==> src/rtl/assert_macros.svh <==
// Assertion helper macros shared by the block's RTL files.
// No dependencies; included by files that carry concurrent checks.
`ifndef ASSERT_MACROS_SVH
`define ASSERT_MACROS_SVH

// Condition must hold at every clock edge outside reset.
`define ASSERT_ALWAYS(label, ck, rn, cond, msg) \
  label: assert property (@(posedge ck) disable iff (!rn) (cond)) \
    else $error(msg);

// Antecedent in a cycle requires consequent in the same cycle.
`define ASSERT_IMPLIES(label, ck, rn, ante, cons, msg) \
  label: assert property (@(posedge ck) disable iff (!rn) (ante) |-> (cons)) \
    else $error(msg);

`endif

==> src/rtl/pbgm_pkg.sv <==
// Package for the piecewise bilinear grid map: sizes, types, codes, helpers.
// No dependencies; used by every module of the block but pbgm_ram.
package pbgm_pkg;

  // Grid sizing
  localparam int MAX_CELLS  = 16;
  localparam int COORD_W    = 32;
  localparam int GRID_SIDE  = MAX_CELLS + 1;
  localparam int GIDX_W     = $clog2(GRID_SIDE);
  localparam int BANK_SIDE  = (GRID_SIDE + 1) / 2;
  localparam int BANK_DEPTH = BANK_SIDE * BANK_SIDE;
  localparam int BANK_AW    = $clog2(BANK_DEPTH);
  localparam int NUM_BANKS  = 4;

  // Field widths of the transaction ports
  localparam int CELL_W    = 5;
  localparam int IDX_W     = 5;
  localparam int FIELD_W   = 32;
  localparam int PARAM_W   = 17;
  localparam int FRAC_BITS = 16;
  localparam int SPLIT_W   = PARAM_W + CELL_W;
  localparam int IP_W      = SPLIT_W - FRAC_BITS;

  // Datapath widths
  localparam int WGT_W  = 2 * PARAM_W - 1;   // weights reach 2^32
  localparam int PROD_W = COORD_W + WGT_W;
  localparam int SUM_W  = PROD_W + 2;
  localparam int QSHIFT = 2 * FRAC_BITS;

  // Queues
  localparam int Q_DEPTH  = 4;
  localparam int Q_AW     = $clog2(Q_DEPTH);
  localparam int OF_DEPTH = 8;
  localparam int OF_AW    = $clog2(OF_DEPTH);

  // Config register indexes
  localparam int CFG_IDX_W = 1;
  localparam logic [CFG_IDX_W-1:0] REG_CELLS_U = 1'b0;
  localparam logic [CFG_IDX_W-1:0] REG_CELLS_V = 1'b1;

  // Transaction kinds
  localparam logic KIND_LOAD = 1'b0;
  localparam logic KIND_EVAL = 1'b1;

  localparam logic [PARAM_W-1:0] ONE_Q16 = PARAM_W'(1) << FRAC_BITS;

  typedef logic signed [COORD_W-1:0] coord_t;
  typedef logic signed [FIELD_W-1:0] field_t;
  typedef logic [BANK_AW-1:0]        baddr_t;
  typedef logic [PARAM_W-1:0]        frac_t;
  typedef logic [CELL_W-1:0]         cells_t;
  typedef logic [IDX_W-1:0]          idx_t;
  typedef logic [GIDX_W-1:0]         gidx_t;
  typedef logic [1:0]                bank_t;
  typedef logic [WGT_W-1:0]          wgt_t;
  typedef logic signed [PROD_W-1:0]  prod_t;
  typedef logic signed [SUM_W-1:0]   sum_t;
  typedef logic [Q_AW-1:0]           qptr_t;
  typedef logic [Q_AW:0]             qcnt_t;
  typedef logic [OF_AW-1:0]          ofptr_t;
  typedef logic [OF_AW:0]            ofcnt_t;
  typedef logic [CFG_IDX_W-1:0]      cfg_idx_t;

  // Classified transaction held between front and back
  typedef struct packed {
    logic                       is_eval;
    bank_t                      wr_bank;
    baddr_t [NUM_BANKS-1:0]     addr;
    logic                       col_odd;
    logic                       row_odd;
    frac_t                      s;
    frac_t                      t;
    coord_t                     x;
    coord_t                     y;
  } qent_t;

  typedef struct packed {
    logic  vld;
    qent_t ent;
  } qhead_t;

  typedef struct packed {
    gidx_t idx;
    frac_t frac;
  } split_t;

  // Zero acts as one, counts above the grid limit act as the limit
  function automatic cells_t eff_cells(input cells_t n);
    cells_t r;
    r = n;
    if (n == '0) r = CELL_W'(1);
    else if (n > CELL_W'(MAX_CELLS)) r = CELL_W'(MAX_CELLS);
    return r;
  endfunction

  // Cell index and local fraction of one parameter
  function automatic split_t split_param(input frac_t p, input cells_t n);
    frac_t              pc;
    logic [SPLIT_W-1:0] sc;
    logic [IP_W-1:0]    ip;
    logic [IP_W-1:0]    nl;
    split_t             r;
    pc = (p > ONE_Q16) ? ONE_Q16 : p;
    sc = SPLIT_W'(pc) * SPLIT_W'(n);
    ip = sc[SPLIT_W-1:FRAC_BITS];
    nl = IP_W'(n);
    if (ip >= nl) ip = nl - IP_W'(1);
    r.idx  = GIDX_W'(ip);
    r.frac = PARAM_W'(sc - {ip, FRAC_BITS'(0)});
    return r;
  endfunction

  // Address inside a parity bank: banks split the grid by row and column parity
  function automatic baddr_t bank_addr(input gidx_t row, input gidx_t col);
    return baddr_t'(int'(row >> 1) * BANK_SIDE + int'(col >> 1));
  endfunction

endpackage

==> src/rtl/pbgm_front.sv <==
// Front end: accepts input transactions, classifies them, queues them for the back end.
// Depends on pbgm_pkg and assert_macros.svh.
`include "assert_macros.svh"

module pbgm_front (
  input  logic               clk,
  input  logic               rst_n,
  input  logic               in_valid,
  output logic               in_stall,
  input  logic               in_kind,
  input  pbgm_pkg::idx_t     in_point_col,
  input  pbgm_pkg::idx_t     in_point_row,
  input  pbgm_pkg::field_t   in_point_x,
  input  pbgm_pkg::field_t   in_point_y,
  input  pbgm_pkg::frac_t    in_param_u,
  input  pbgm_pkg::frac_t    in_param_v,
  input  pbgm_pkg::cells_t   cells_u,
  input  pbgm_pkg::cells_t   cells_v,
  output pbgm_pkg::qhead_t   head,
  input  logic               pop
);

  pbgm_pkg::qent_t  q_mem_r [pbgm_pkg::Q_DEPTH];
  pbgm_pkg::qptr_t  wp_r, wp_nxt;
  pbgm_pkg::qptr_t  rp_r, rp_nxt;
  pbgm_pkg::qcnt_t  cnt_r, cnt_nxt;
  pbgm_pkg::qent_t  ent;
  logic             accept;
  logic             in_range;
  logic             push;

  assign in_stall = (cnt_r == pbgm_pkg::qcnt_t'(pbgm_pkg::Q_DEPTH));
  assign accept   = in_valid && !in_stall;
  assign in_range = (in_point_col <= pbgm_pkg::idx_t'(pbgm_pkg::MAX_CELLS)) &&
                    (in_point_row <= pbgm_pkg::idx_t'(pbgm_pkg::MAX_CELLS));
  // out-of-range loads are taken and dropped
  assign push     = accept && ((in_kind == pbgm_pkg::KIND_EVAL) || in_range);

  // Classification
  always_comb begin
    pbgm_pkg::split_t su;
    pbgm_pkg::split_t sv;
    pbgm_pkg::gidx_t  i1;
    pbgm_pkg::gidx_t  j1;
    pbgm_pkg::gidx_t  c;
    pbgm_pkg::gidx_t  r;
    pbgm_pkg::bank_t  bsel;
    pbgm_pkg::baddr_t laddr;
    su    = pbgm_pkg::split_param(in_param_u, pbgm_pkg::eff_cells(cells_u));
    sv    = pbgm_pkg::split_param(in_param_v, pbgm_pkg::eff_cells(cells_v));
    i1    = su.idx + pbgm_pkg::gidx_t'(1);
    j1    = sv.idx + pbgm_pkg::gidx_t'(1);
    laddr = pbgm_pkg::bank_addr(pbgm_pkg::gidx_t'(in_point_row),
                                pbgm_pkg::gidx_t'(in_point_col));
    ent.is_eval = (in_kind == pbgm_pkg::KIND_EVAL);
    ent.wr_bank = {in_point_row[0], in_point_col[0]};
    ent.col_odd = su.idx[0];
    ent.row_odd = sv.idx[0];
    ent.s       = su.frac;
    ent.t       = sv.frac;
    ent.x       = pbgm_pkg::coord_t'(in_point_x);
    ent.y       = pbgm_pkg::coord_t'(in_point_y);
    for (int b = 0; b < pbgm_pkg::NUM_BANKS; b++) begin
      bsel = pbgm_pkg::bank_t'(b);
      // each bank holds exactly one corner of any cell
      c = (su.idx[0] == bsel[0]) ? su.idx : i1;
      r = (sv.idx[0] == bsel[1]) ? sv.idx : j1;
      ent.addr[b] = ent.is_eval ? pbgm_pkg::bank_addr(r, c) : laddr;
    end
  end

  // Decoupling queue
  always_comb begin
    wp_nxt  = push ? wp_r + pbgm_pkg::qptr_t'(1) : wp_r;
    rp_nxt  = pop  ? rp_r + pbgm_pkg::qptr_t'(1) : rp_r;
    cnt_nxt = cnt_r + pbgm_pkg::qcnt_t'(push) - pbgm_pkg::qcnt_t'(pop);
  end

  always_ff @(posedge clk) begin
    if (!rst_n) begin
      wp_r  <= '0;
      rp_r  <= '0;
      cnt_r <= '0;
    end else begin
      wp_r  <= wp_nxt;
      rp_r  <= rp_nxt;
      cnt_r <= cnt_nxt;
    end
  end

  always_ff @(posedge clk) begin
    if (push) begin
      q_mem_r[wp_r] <= ent;
    end
  end

  assign head.vld = (cnt_r != '0);
  assign head.ent = q_mem_r[rp_r];

  `ASSERT_IMPLIES(a_pop_nonempty, clk, rst_n, pop, cnt_r != '0, "pop from empty queue")
  `ASSERT_ALWAYS(a_q_bound, clk, rst_n, cnt_r <= pbgm_pkg::qcnt_t'(pbgm_pkg::Q_DEPTH), "queue overfill")

endmodule

==> config.mk <==
export PLATFORM = sky130hd
export DESIGN_NAME = pbgm_front
export DESIGN_NICKNAME = d
export VERILOG_FILES = /design/src/rtl/pbgm_pkg.sv /design/src/rtl/pbgm_front.sv
export VERILOG_INCLUDE_DIRS = /design/src /design/src/rtl
export SDC_FILE = /design/constraint.sdc
export NUM_CORES = 1
export LEC_CHECK = 0
export BUFFER_PORTS_ARGS = -buffer_cell sky130_fd_sc_hd__buf_2
export CORE_MARGIN = 2
export CORE_UTILIZATION = 40
export CTS_BUF_LIST = sky130_fd_sc_hd__clkbuf_8
export CTS_CLUSTER_DIAMETER = 120
export DETAILED_ROUTE_END_ITERATION = 6
export GPL_TIMING_DRIVEN = 1
export PLACE_DENSITY_LB_ADDON = 0.1
export SLEW_MARGIN = 20
export SYNTH_ARGS = -nofsm -noshare
export SYNTH_HDL_FRONTEND = slang
export SYNTH_SLANG_ARGS = --single-unit
==> constraint.sdc <==
create_clock -name clk -period 12.05 [get_ports clk]
set_clock_uncertainty 0.15 [all_clocks]
set_input_delay 0.6025 -clock clk [delete_from_list [all_inputs] [get_ports clk]]
set_output_delay 0.6025 -clock clk [all_outputs]
set_load 0.02 [all_outputs]
==> impl_metrics.json, run 1 <==
{
  "syn_nets": 1960,
  "rows": 94,
  "die_h_um": 261,
  "regToRegEndpoint": "q_mem_r[1][111]",
  "port_buffers": 255,
  "h-tree-depth": 3,
  "dieArea_um2": 68300,
  "crit_family": "adder cells",
  "multi_input_area_um2": 9960,
  "ff_latch_area_um2": 15900,
  "rrSetupSlack_ps": 8690,
  "grt-ovfl-total": 0,
  "path_depth": 35,
  "hold_depth": 2,
  "period_share_pct": 85.7,
  "required_ps": 12340,
  "tightest_slew_ps": 985,
  "cts_repair_resize_count": 0,
  "drtIter0Drc": 779,
  "final_common_cell": "edfxtp_1",
  "hold_buffers": 66,
  "postCtsSetupRepairBufs": 0,
  "grt_pass1_vias": 15906,
  "cts_tree": "built",
  "cts_sinks": 533,
  "leakagePower_uw": 0.0120,
  "crit_slowest_cell": "nor2_1",
  "relSlewSlack_pct": 34.1,
  "cts_root_buffer": "clkbuf_8",
  "finalCriticalPeriod_ps": 10330,
  "cp_slowest_stage_delay_ps": 840,
  "vias": 14733,
  "hold_path.startpoint": "rst_n",
  "crit_type": "input pin to register",
  "antenna_found_initial": 3,
  "crit_arrival_ps": 10620,
  "finalInstanceArea_um2": 31200,
  "drtPass1Iterations": 5,
  "cpMostUsedCell": "ha_1",
  "hp-class": "input pin to register",
  "place_area_um2": 28800,
  "status": "completed",
  "gp_congestion": 0.809,
  "power_density_nw_per_um2": 164,
  "remaining_drc_errors": 0,
  "avgSynthCellArea_um2": 16.3,
  "async_flop_share_pct": 0,
  "ant_nets": 0,
  "yosysWarnings": 0,
  "hold_viol_final": 0,
  "ys_ff_latch": 533,
  "die_w_um": 261,
  "power_uw": 5100,
  "grt_pass1_wl_um": 91500,
  "worstHoldEndpoint": "cnt_r[1]",
  "path_buf_inv": 2,
  "rsz0062_at_grt": "false",
  "r2r-start": "cnt_r[1]",
  "area_delta_synth_final_pct": 17.7,
  "setup_ws_ps": 1720,
  "avgRoutedWirePerCell_um": 20.1,
  "netlist_area_um2": 26500,
  "fillers": 5810,
  "hpwl_um": 39400,
  "clk_pin_slew_ps": 60,
  "drv_slew": 0,
  "final_cell_mix": "edfxtp_1 (524), buf_2 (255), inv_1 (143), mux4_2 (131), and2_1 (119)",
  "vias_per_cell": 5.00,
  "end_kind": "register",
  "cts-buffers-inserted": 91,
  "postLayoutCoreUtil_pct": 47.5,
  "grt_max_degree": 61,
  "worstSkewPairLatency_ps": 660,
  "ios": 256,
  "dp_slack_ps": 980,
  "reg2regPathDepth": 4,
  "synth_cells": 1626,
  "crit_path_max_fanout": 16,
  "irDropWorstVdd_v": 0.0000887,
  "synth_edf_count": 524,
  "fin_nets": 2344,
  "crit_path_start_kind": "input pin",
  "setup_tns_ps": 0,
  "fmax_ghz": 0.0968,
  "post_route_cells_drive_above_1_share_pct": 26.5,
  "start_util_pct": 40.4,
  "core_um2": 65600,
  "drv_cap": 0,
  "synth.distinct_cells": 63,
  "ys_seq_area_share_pct": 60.0,
  "synth_ff_type": "edfxtp_1",
  "wl_um": 59200,
  "finalSetupViolCount": 0,
  "cts_max_path_buffers": 3,
  "grt_util_all_layers_pct": 17.6
}
==> worst max path at each step <==
stage / from / slack, ps / end
finish: in_param_v[0] / 1720 / q_mem_r[3][120]
global placement: in_param_v[0] / 1240 / q_mem_r[2][120]
global route: in_param_v[0] / 1000 / q_mem_r[0][120]
detailed placement: in_param_v[0] / 980 / q_mem_r[3][120]
floorplan: in_param_v[3] / 3080 / q_mem_r[0][120]
CTS: in_param_v[0] / 1670 / q_mem_r[1][120]
==> layout make-up <==
| type | count | area share (%) |
|---|---|---|
| Inverter | 125 | 1.50 |
| Timing Repair Buffer | 337 | 6.59 |
| Multi-Input combinational cell | 922 | 31.9 |
| Tap cell | 864 | 3.46 |
| Sequential cell | 533 | 51.0 |
| Clock buffer | 95 | 4.19 |
| Clock inverter | 65 | 1.27 |
| Antenna cell | 5 | 0.0401 |
==> per-layer routing <==
metal / global-route usage, % / vias up / part of all wire [%]
met5: 0 / - / 0.024
met4: 5.11 / 2 / 1.8
met3: 3.46 / 85 / 5.0
met2: 29.2 / 296 / 49
met1: 23.7 / 7465 / 45
li1: - / 6885 / -
==> power by group <==
group	total (uW)	switching (uW)	internal, uW	leakage [uW]
sequential	2310	40.4	2270	0.00486
clock	1520	707	817	0.000954
combinational	1270	767	501	0.00614
total	5100	1510	3590	0.0120
==> metrics by stage <==
stage,cells,hold slack [ps]
2_1_floorplan,1626,378
3_3_place_gp,2715,398
3_5_place_dp,2715,403
4_1_cts,2941,66.5
5_1_grt,2943,112
6_report,2946,120
==> logic make-up (layout without fill, tap and decap cells) <==
family,count (synthesis),in the layout,share of synthesized area [%]
xor gates and xnor gates,75,75,2.69
DFF,533,533,60.0
adders and majority gates,211,211,12.7
other,0,5,0
and+or+nand+nor,337,337,6.48
muxes,145,145,11.7
buffers and inverters,171,622,2.43
AOI/OAI and AO/OA,154,154,3.94
==> registers in the layout, summed over array words and instances (netlist names), named ones only <==
name	count
rp_r	2
q_mem_r	524
cnt_r	3
wp_r	2
==> cell usage after synthesis, drive strengths merged (3+ instances only) <==
cell,instances,area [um2]
nand2b,4,25.0
ha,115,1440
o21bai,4,30.0
fa,96,1920
buf,21,80.1
o21ai,33,169
inv,123,462
or3,3,23.8
or2,3,18.8
o21a,7,52.6
nor3,6,30.0
nor3b,3,22.5
and2,124,776
xnor2,48,420
clkbuf,25,93.8
nor2b,9,56.3
a41oi,3,26.3
xor2,23,201
nand4,6,37.5
xnor3,4,90.1
nand2,102,383
edfxtp,524,15700
nor2,50,188
dfxtp,9,180
mux4,131,2950
mux2,7,82.6
a211oi,6,45.0
a21o,28,210
a21oi,51,282
nand3,12,60.1
a31o,4,35.0
nor4,8,50.1
mux2i,7,77.6
and3,5,31.3
Note: power is estimated with default switching activity, not from simulation.
==> run 2: changes to the inputs <==
--- a/config.mk
+++ b/config.mk
@@ -7,13 +7,15 @@
 export NUM_CORES = 1
 export LEC_CHECK = 0
 export BUFFER_PORTS_ARGS = -buffer_cell sky130_fd_sc_hd__buf_2
+export CAP_MARGIN = 10
 export CORE_MARGIN = 2
 export CORE_UTILIZATION = 40
 export CTS_BUF_LIST = sky130_fd_sc_hd__clkbuf_8
 export CTS_CLUSTER_DIAMETER = 120
+export CTS_CLUSTER_SIZE = 25
 export DETAILED_ROUTE_END_ITERATION = 6
 export GPL_TIMING_DRIVEN = 1
-export PLACE_DENSITY_LB_ADDON = 0.1
+export PLACE_DENSITY = 0.64
 export SLEW_MARGIN = 20
 export SYNTH_ARGS = -nofsm -noshare
 export SYNTH_HDL_FRONTEND = slang
==> impl_metrics.json, run 2 (synthesis gave the netlist of run 1 again) <==
{
  "crit_path_max_fanout": 16,
  "crit_arrival_ps": 10740,
  "final_common_cell": "edfxtp_1",
  "die_w_um": 261,
  "highest_layer": "met5",
  "cts_root_buffer": "clkbuf_8",
  "ios": 256,
  "leakagePower_uw": 0.0113,
  "routedLengthMet1_um": 25400,
  "crit_slowest_cell": "nor2_1",
  "cts_sinks": 533,
  "finalInstanceArea_um2": 30000,
  "dieArea_um2": 68300,
  "port_buffers": 255,
  "die_h_um": 261,
  "finalCriticalPeriod_ps": 10390,
  "cts_max_path_buffers": 3,
  "cts-buffers-inserted": 26,
  "dr_wl_met2_um": 28500,
  "drtPass1Iterations": 5,
  "grt_pass1_vias": 15529,
  "grt_util_all_layers_pct": 16.9,
  "hpwl_um": 39900,
  "worstSkewPairLatency_ps": 670,
  "gp_congestion": 0.851,
  "period_share_pct": 86.2,
  "antenna_found_initial": 7,
  "cts_repair_resize_count": 0,
  "irDropWorstVdd_v": 0.000105,
  "clk_pin_slew_ps": 140,
  "power_density_nw_per_um2": 144,
  "setup_tns_ps": 0,
  "cpMostUsedCell": "ha_1",
  "hold_viol_final": 0,
  "fillers": 5712,
  "route.met3.wl_um": 3110,
  "area_delta_synth_final_pct": 13.1,
  "postCtsSetupRepairBufs": 0,
  "fmax_ghz": 0.0962,
  "drtIter0Drc": 1071,
  "place_area_um2": 28800,
  "vias_per_cell": 5.18,
  "rsz0062_at_grt": "false",
  "power_uw": 4320,
  "reg_top3": "q_mem_r: 524 flops, cnt_r: 3 flops",
  "end_kind": "register",
  "wl_um": 58000,
  "tightest_slew_ps": 1080,
  "hp-class": "input pin to register",
  "hold_buffers": 66,
  "postLayoutCoreUtil_pct": 45.7,
  "multi_input_area_um2": 9960,
  "ant_nets": 0,
  "layoutNonFillerInstCount": 2825,
  "cts_tree": "built",
  "required_ps": 12400,
  "status": "completed",
  "start_util_pct": 40.4,
  "drv_cap": 0,
  "grt-ovfl-total": 0,
  "grt_pass1_wl_um": 89100,
  "vias": 14624,
  "final_cell_mix": "edfxtp_1 (524), buf_2 (255), inv_1 (134), mux4_2 (131), and2_1 (119)",
  "reg2regPathDepth": 5,
  "relSlewSlack_pct": 27.6,
  "placedCellCount": 2711,
  "grt_max_degree": 68,
  "fin_nets": 2276,
  "crit_path_start_kind": "input pin",
  "avgRoutedWirePerCell_um": 20.5,
  "core_um2": 65600,
  "rows": 94,
  "hold_depth": 1,
  "finalSetupViolCount": 0,
  "largest_reg_flops": 524,
  "top_register": "q_mem_r",
  "cp_slowest_stage_delay_ps": 880,
  "drv_slew": 0,
  "post_route_cells_drive_above_1_share_pct": 23.6,
  "h-tree-depth": 1,
  "ff_latch_area_um2": 15900,
  "crit_type": "input pin to register",
  "remaining_drc_errors": 0
}
[run 2: changes by cell type in the layout (fill, tap and decap cells not counted), moves of 2 or more]
cell | before | now
inv_1 | 143 | 134
buf_4 | 16 | 11
inv_8 | 2 | 0
clkinvlp_4 | 2 | 0
bufinv_16 | 4 | 0
clkinv_1 | 24 | 2
clkinv_2 | 12 | 1
clkbuf_8 | 95 | 26
[run 2: per-layer routing]
layer  vias to the layer above  global-route usage (%)
li1                       6700                       -
met1                      7534                    22.3
met2                       327                    29.6
met3                        55                    2.88
met4                         8                    2.95
met5                         -                       0
[run 2: area by class of cell]
class                   count  share of cell area, %
diodes                      5                 0.0418
clock buffers              26                   1.19
clock inverters            16                  0.351
inverters                 125                   1.57
multi-input cells         922                   33.2
flip-flops and latches    533                   53.1
well taps                 864                   3.61
repair buffers            334                   6.87
[run 2: path summary, 6_finish.rpt]
path                        start         endpoint  slack (ps)
setup reg to reg         cnt_r[1]   q_mem_r[1][42]        8010
hold reg to reg           wp_r[1]          wp_r[1]         440
hold / removal    in_point_row[0]  q_mem_r[2][129]          90
setup / recovery    in_param_v[0]  q_mem_r[3][120]        1660
[run 2: power breakdown]
group / internal (uW) / switching [uW]
Sequential: 2270 / 37.2
Clock: 212 / 540
Combinational: 500 / 766
Total: 2980 / 1340
[run 2: stage by stage]
step	setup WS [ps]	hold slack, ps
floorplan	3080	378
global placement	987	404
detailed placement	824	416
CTS	1580	35.2
global route	824	33.6
finish	1660	86.4
[run 2: worst max-delay path: cells and delay by family]
kind	cells	cell delay, ps
xor gates and xnor gates	4	880
adders and majority gates	8	3270
and+or+nand+nor	9	2370
muxes	2	920
AOI/OAI and AO/OA	10	2420
buffers and inverters	2	270
==> run 3: changes to the inputs <==
--- a/config.mk
+++ b/config.mk
@@ -6,16 +6,17 @@
 export SDC_FILE = /design/constraint.sdc
 export NUM_CORES = 1
 export LEC_CHECK = 0
+export ABC_AREA = 1
 export BUFFER_PORTS_ARGS = -buffer_cell sky130_fd_sc_hd__buf_2
 export CAP_MARGIN = 10
 export CORE_MARGIN = 2
-export CORE_UTILIZATION = 40
+export CORE_UTILIZATION = 62
 export CTS_BUF_LIST = sky130_fd_sc_hd__clkbuf_8
 export CTS_CLUSTER_DIAMETER = 120
 export CTS_CLUSTER_SIZE = 25
 export DETAILED_ROUTE_END_ITERATION = 6
 export GPL_TIMING_DRIVEN = 1
-export PLACE_DENSITY = 0.64
+export PLACE_DENSITY = 0.89
 export SLEW_MARGIN = 20
 export SYNTH_ARGS = -nofsm -noshare
 export SYNTH_HDL_FRONTEND = slang
==> impl_metrics.json, run 3 <==
{
  "avgRoutedWirePerCell_um": 19.7,
  "remaining_drc_errors": 0,
  "hold_path.startpoint": "in_point_y[27]",
  "ys_ff_latch": 533,
  "seqPwrFrac_pct": 53.5,
  "port_buffers": 255,
  "synth_cells": 2544,
  "netlist_area_um2": 27500,
  "grt-ovfl-total": 0,
  "tightest_slew_ps": 1110,
  "area_delta_synth_final_pct": 9.65,
  "vias": 20173,
  "ys_seq_area_share_pct": 57.9,
  "drtPass1Iterations": 6,
  "met3_usage_pct": 3.99,
  "ant_nets": 0,
  "crit_slowest_cell": "o21ai_0",
  "setup_tns_ps": 0,
  "die_w_um": 214,
  "synthTopCellsByArea": "edfxtp_1 (57%), fa_1 (7.0%), nor2_1 (6.3%), o21ai_0 (5.5%), ha_1 (5.2%)",
  "h-tree-depth": 1,
  "grt_util_met2_pct": 49.7,
  "hpwl_um": 44700,
  "p_sw_uw": 1470,
  "period_share_pct": 74.2,
  "die_h_um": 214,
  "finalSetupViolCount": 0,
  "layoutNonFillerInstCount": 3388,
  "worstSkewPairLatency_ps": 640,
  "finalCriticalPeriod_ps": 8940,
  "required_ps": 12280,
  "finalInstanceArea_um2": 30100,
  "synth_xor_area_share_pct": 1.43,
  "start_util_pct": 62.5,
  "regToRegEndpoint": "q_mem_r[0][66]",
  "synthTopCellsByCount": "edfxtp_1 (524), nor2_1 (462), o21ai_0 (304)",
  "place_area_um2": 29300,
  "largest_reg_flops": 524,
  "placedCellCount": 3305,
  "grt_pass1_vias": 19809,
  "drv_cap": 0,
  "fillers": 3073,
  "p_sw_share_pct": 33.7,
  "synth_top_cell_by_area": "edfxtp_1",
  "grt_util_all_layers_pct": 28.5,
  "cts_root_buffer": "clkbuf_8",
  "reg2regPathDepth": 5,
  "muxShareOfSynthArea_pct": 0,
  "leakagePower_uw": 0.0122,
  "crit_path_max_fanout": 12,
  "crit_path_start_kind": "input pin",
  "cts_max_path_buffers": 3,
  "final_common_cell": "edfxtp_1",
  "core_um2": 43900,
  "r2r-start": "cnt_r[1]",
  "post_route_cells_drive_above_1_share_pct": 12.2,
  "final_cell_mix": "edfxtp_1 (524), nor2_1 (458), o21ai_0 (304), inv_1 (268), nand2_1 (262)",
  "rrSetupSlack_ps": 8920,
  "gp_congestion": 0.948,
  "intPower_uw": 2900,
  "yosysMostFrequentCell": "edfxtp_1",
  "cts_tree": "built",
  "hold_viol_final": 0,
  "synthSimpleGateAreaFrac_pct": 12.5,
  "cp_slowest_stage_delay_ps": 720,
  "synth-adder-area-share_pct": 12.2,
  "dieArea_um2": 46000,
  "grt_max_degree": 113,
  "wl_um": 66700,
  "synth_edf_count": 524,
  "relSlewSlack_pct": 26.0,
  "crit_type": "input pin to register",
  "drtIter0Drc": 2038,
  "grt_pass1_wl_um": 104000,
  "clk_pin_slew_ps": 140,
  "vias_per_cell": 5.95,
  "rsz0062_at_grt": "false",
  "cpMostUsedCell": "inv_1",
  "status": "completed",
  "hp-class": "input pin to register",
  "p_clk_share_pct": 16.3,
  "top_register": "q_mem_r",
  "fmax_ghz": 0.112,
  "async_flop_share_pct": 0,
  "reg_top3": "q_mem_r: 524 flops, cnt_r: 3 flops",
  "yosysWarnings": 0,
  "postCtsSetupRepairBufs": 0,
  "drv_slew": 0,
  "syn_nets": 2878,
  "cts-buffers-inserted": 25,
  "power_density_nw_per_um2": 145,
  "fin_nets": 3118,
  "hold_depth": 1,
  "synth_top_family_by_area": "simple AND/OR/NAND/NOR gates",
  "synth.distinct_cells": 50,
  "cts_sinks": 533,
  "irDropWorstVdd_v": 0.000112,
  "antenna_found_initial": 7,
  "comb_power_share_pct": 30.2,
  "met1_usage_pct": 37.9,
  "synth_top_area_share_pct": 57.3,
  "synth_ff_type": "edfxtp_1",
  "synth_compound_area_share_pct": 10.9,
  "end_kind": "register",
  "rows": 77,
  "avgSynthCellArea_um2": 10.8,
  "top_usage_layer": "met2",
  "crit_arrival_ps": 9170,
  "worstHoldEndpoint": "q_mem_r[3][27]",
  "ios": 256
}
## run 3: power groups by stage
stage,sequential (uW),combinational [uW],clock [uW]
final,2330,1320,711
after global routing,2350,1460,777
after CTS,2330,1310,716
after detailed placement,2380,1290,0
after global placement,2360,1230,0
after floorplan,2380,877,0
## run 3: worst max path at each step
stage / startpoint / end / slack [ps] / cells after the start
final: in_param_v[2] / q_mem_r[0][112] / 3110 / 40
after floorplan: in_param_u[15] / q_mem_r[0][126] / 4170 / 40
after global routing: in_param_v[2] / q_mem_r[0][112] / 2500 / 40
after detailed placement: in_param_v[2] / q_mem_r[0][112] / 2620 / 40
after CTS: in_param_v[2] / q_mem_r[0][112] / 3270 / 40
after global placement: cells_v[4] / q_mem_r[0][105] / 2930 / 37
## run 3: area by class of cell
type                    instances  area (um2)  share of cell area, %
repair buffers                315        1840                   6.10
clock inverters                12        65.1                  0.216
inverters                     263         996                   3.31
clock buffers                  25         344                   1.14
well taps                     592         741                   2.46
diodes                          2        5.00                 0.0166
multi-input cells            1646       10200                   33.9
flip-flops and latches        533       15900                   52.9
## run 3: what timing repair did
action                                  in CTS  in global routing
endpoints found under the hold margin      161                  1
gates resized for setup                      0                  0
hold buffers                                43                  1
endpoints found under the setup margin       0                  0
## run 3: layer usage
layer  vias up  wire, um
met4        12      1560
li1       9244         -
met5         -        62
met1      9754     26400
met3       142      5380
met2      1021     33200
## run 3: critical path, delay by kind of cell
family	cells	cell delay (ps)
simple gates	12	1460
compound gates	11	3200
buf+inv	8	850
xor+xnor	2	430
fa+ha+maj	7	2630
## run 3: logic make-up (layout without fill, tap and decap cells)
kind of cell / Yosys count / count (layout)
flops: 533 / 533
simple gates: 847 / 847
xor+xnor: 44 / 44
compound gates: 544 / 544
buf+inv: 365 / 615
fa+ha+maj: 211 / 211
other cells: 0 / 2
## run 3: per-stage QoR
step                hold slack, ps  setup slack (ps)  util [%]  power, uW
floorplan                      262              4170         -       3250
global placement               266              2930      66.6       3600
detailed placement             282              2620      66.6       3660
CTS                          0.640              3270      68.5       4350
global route                  3.85              2500      68.5       4580
finish                        30.7              3110      68.6       4370
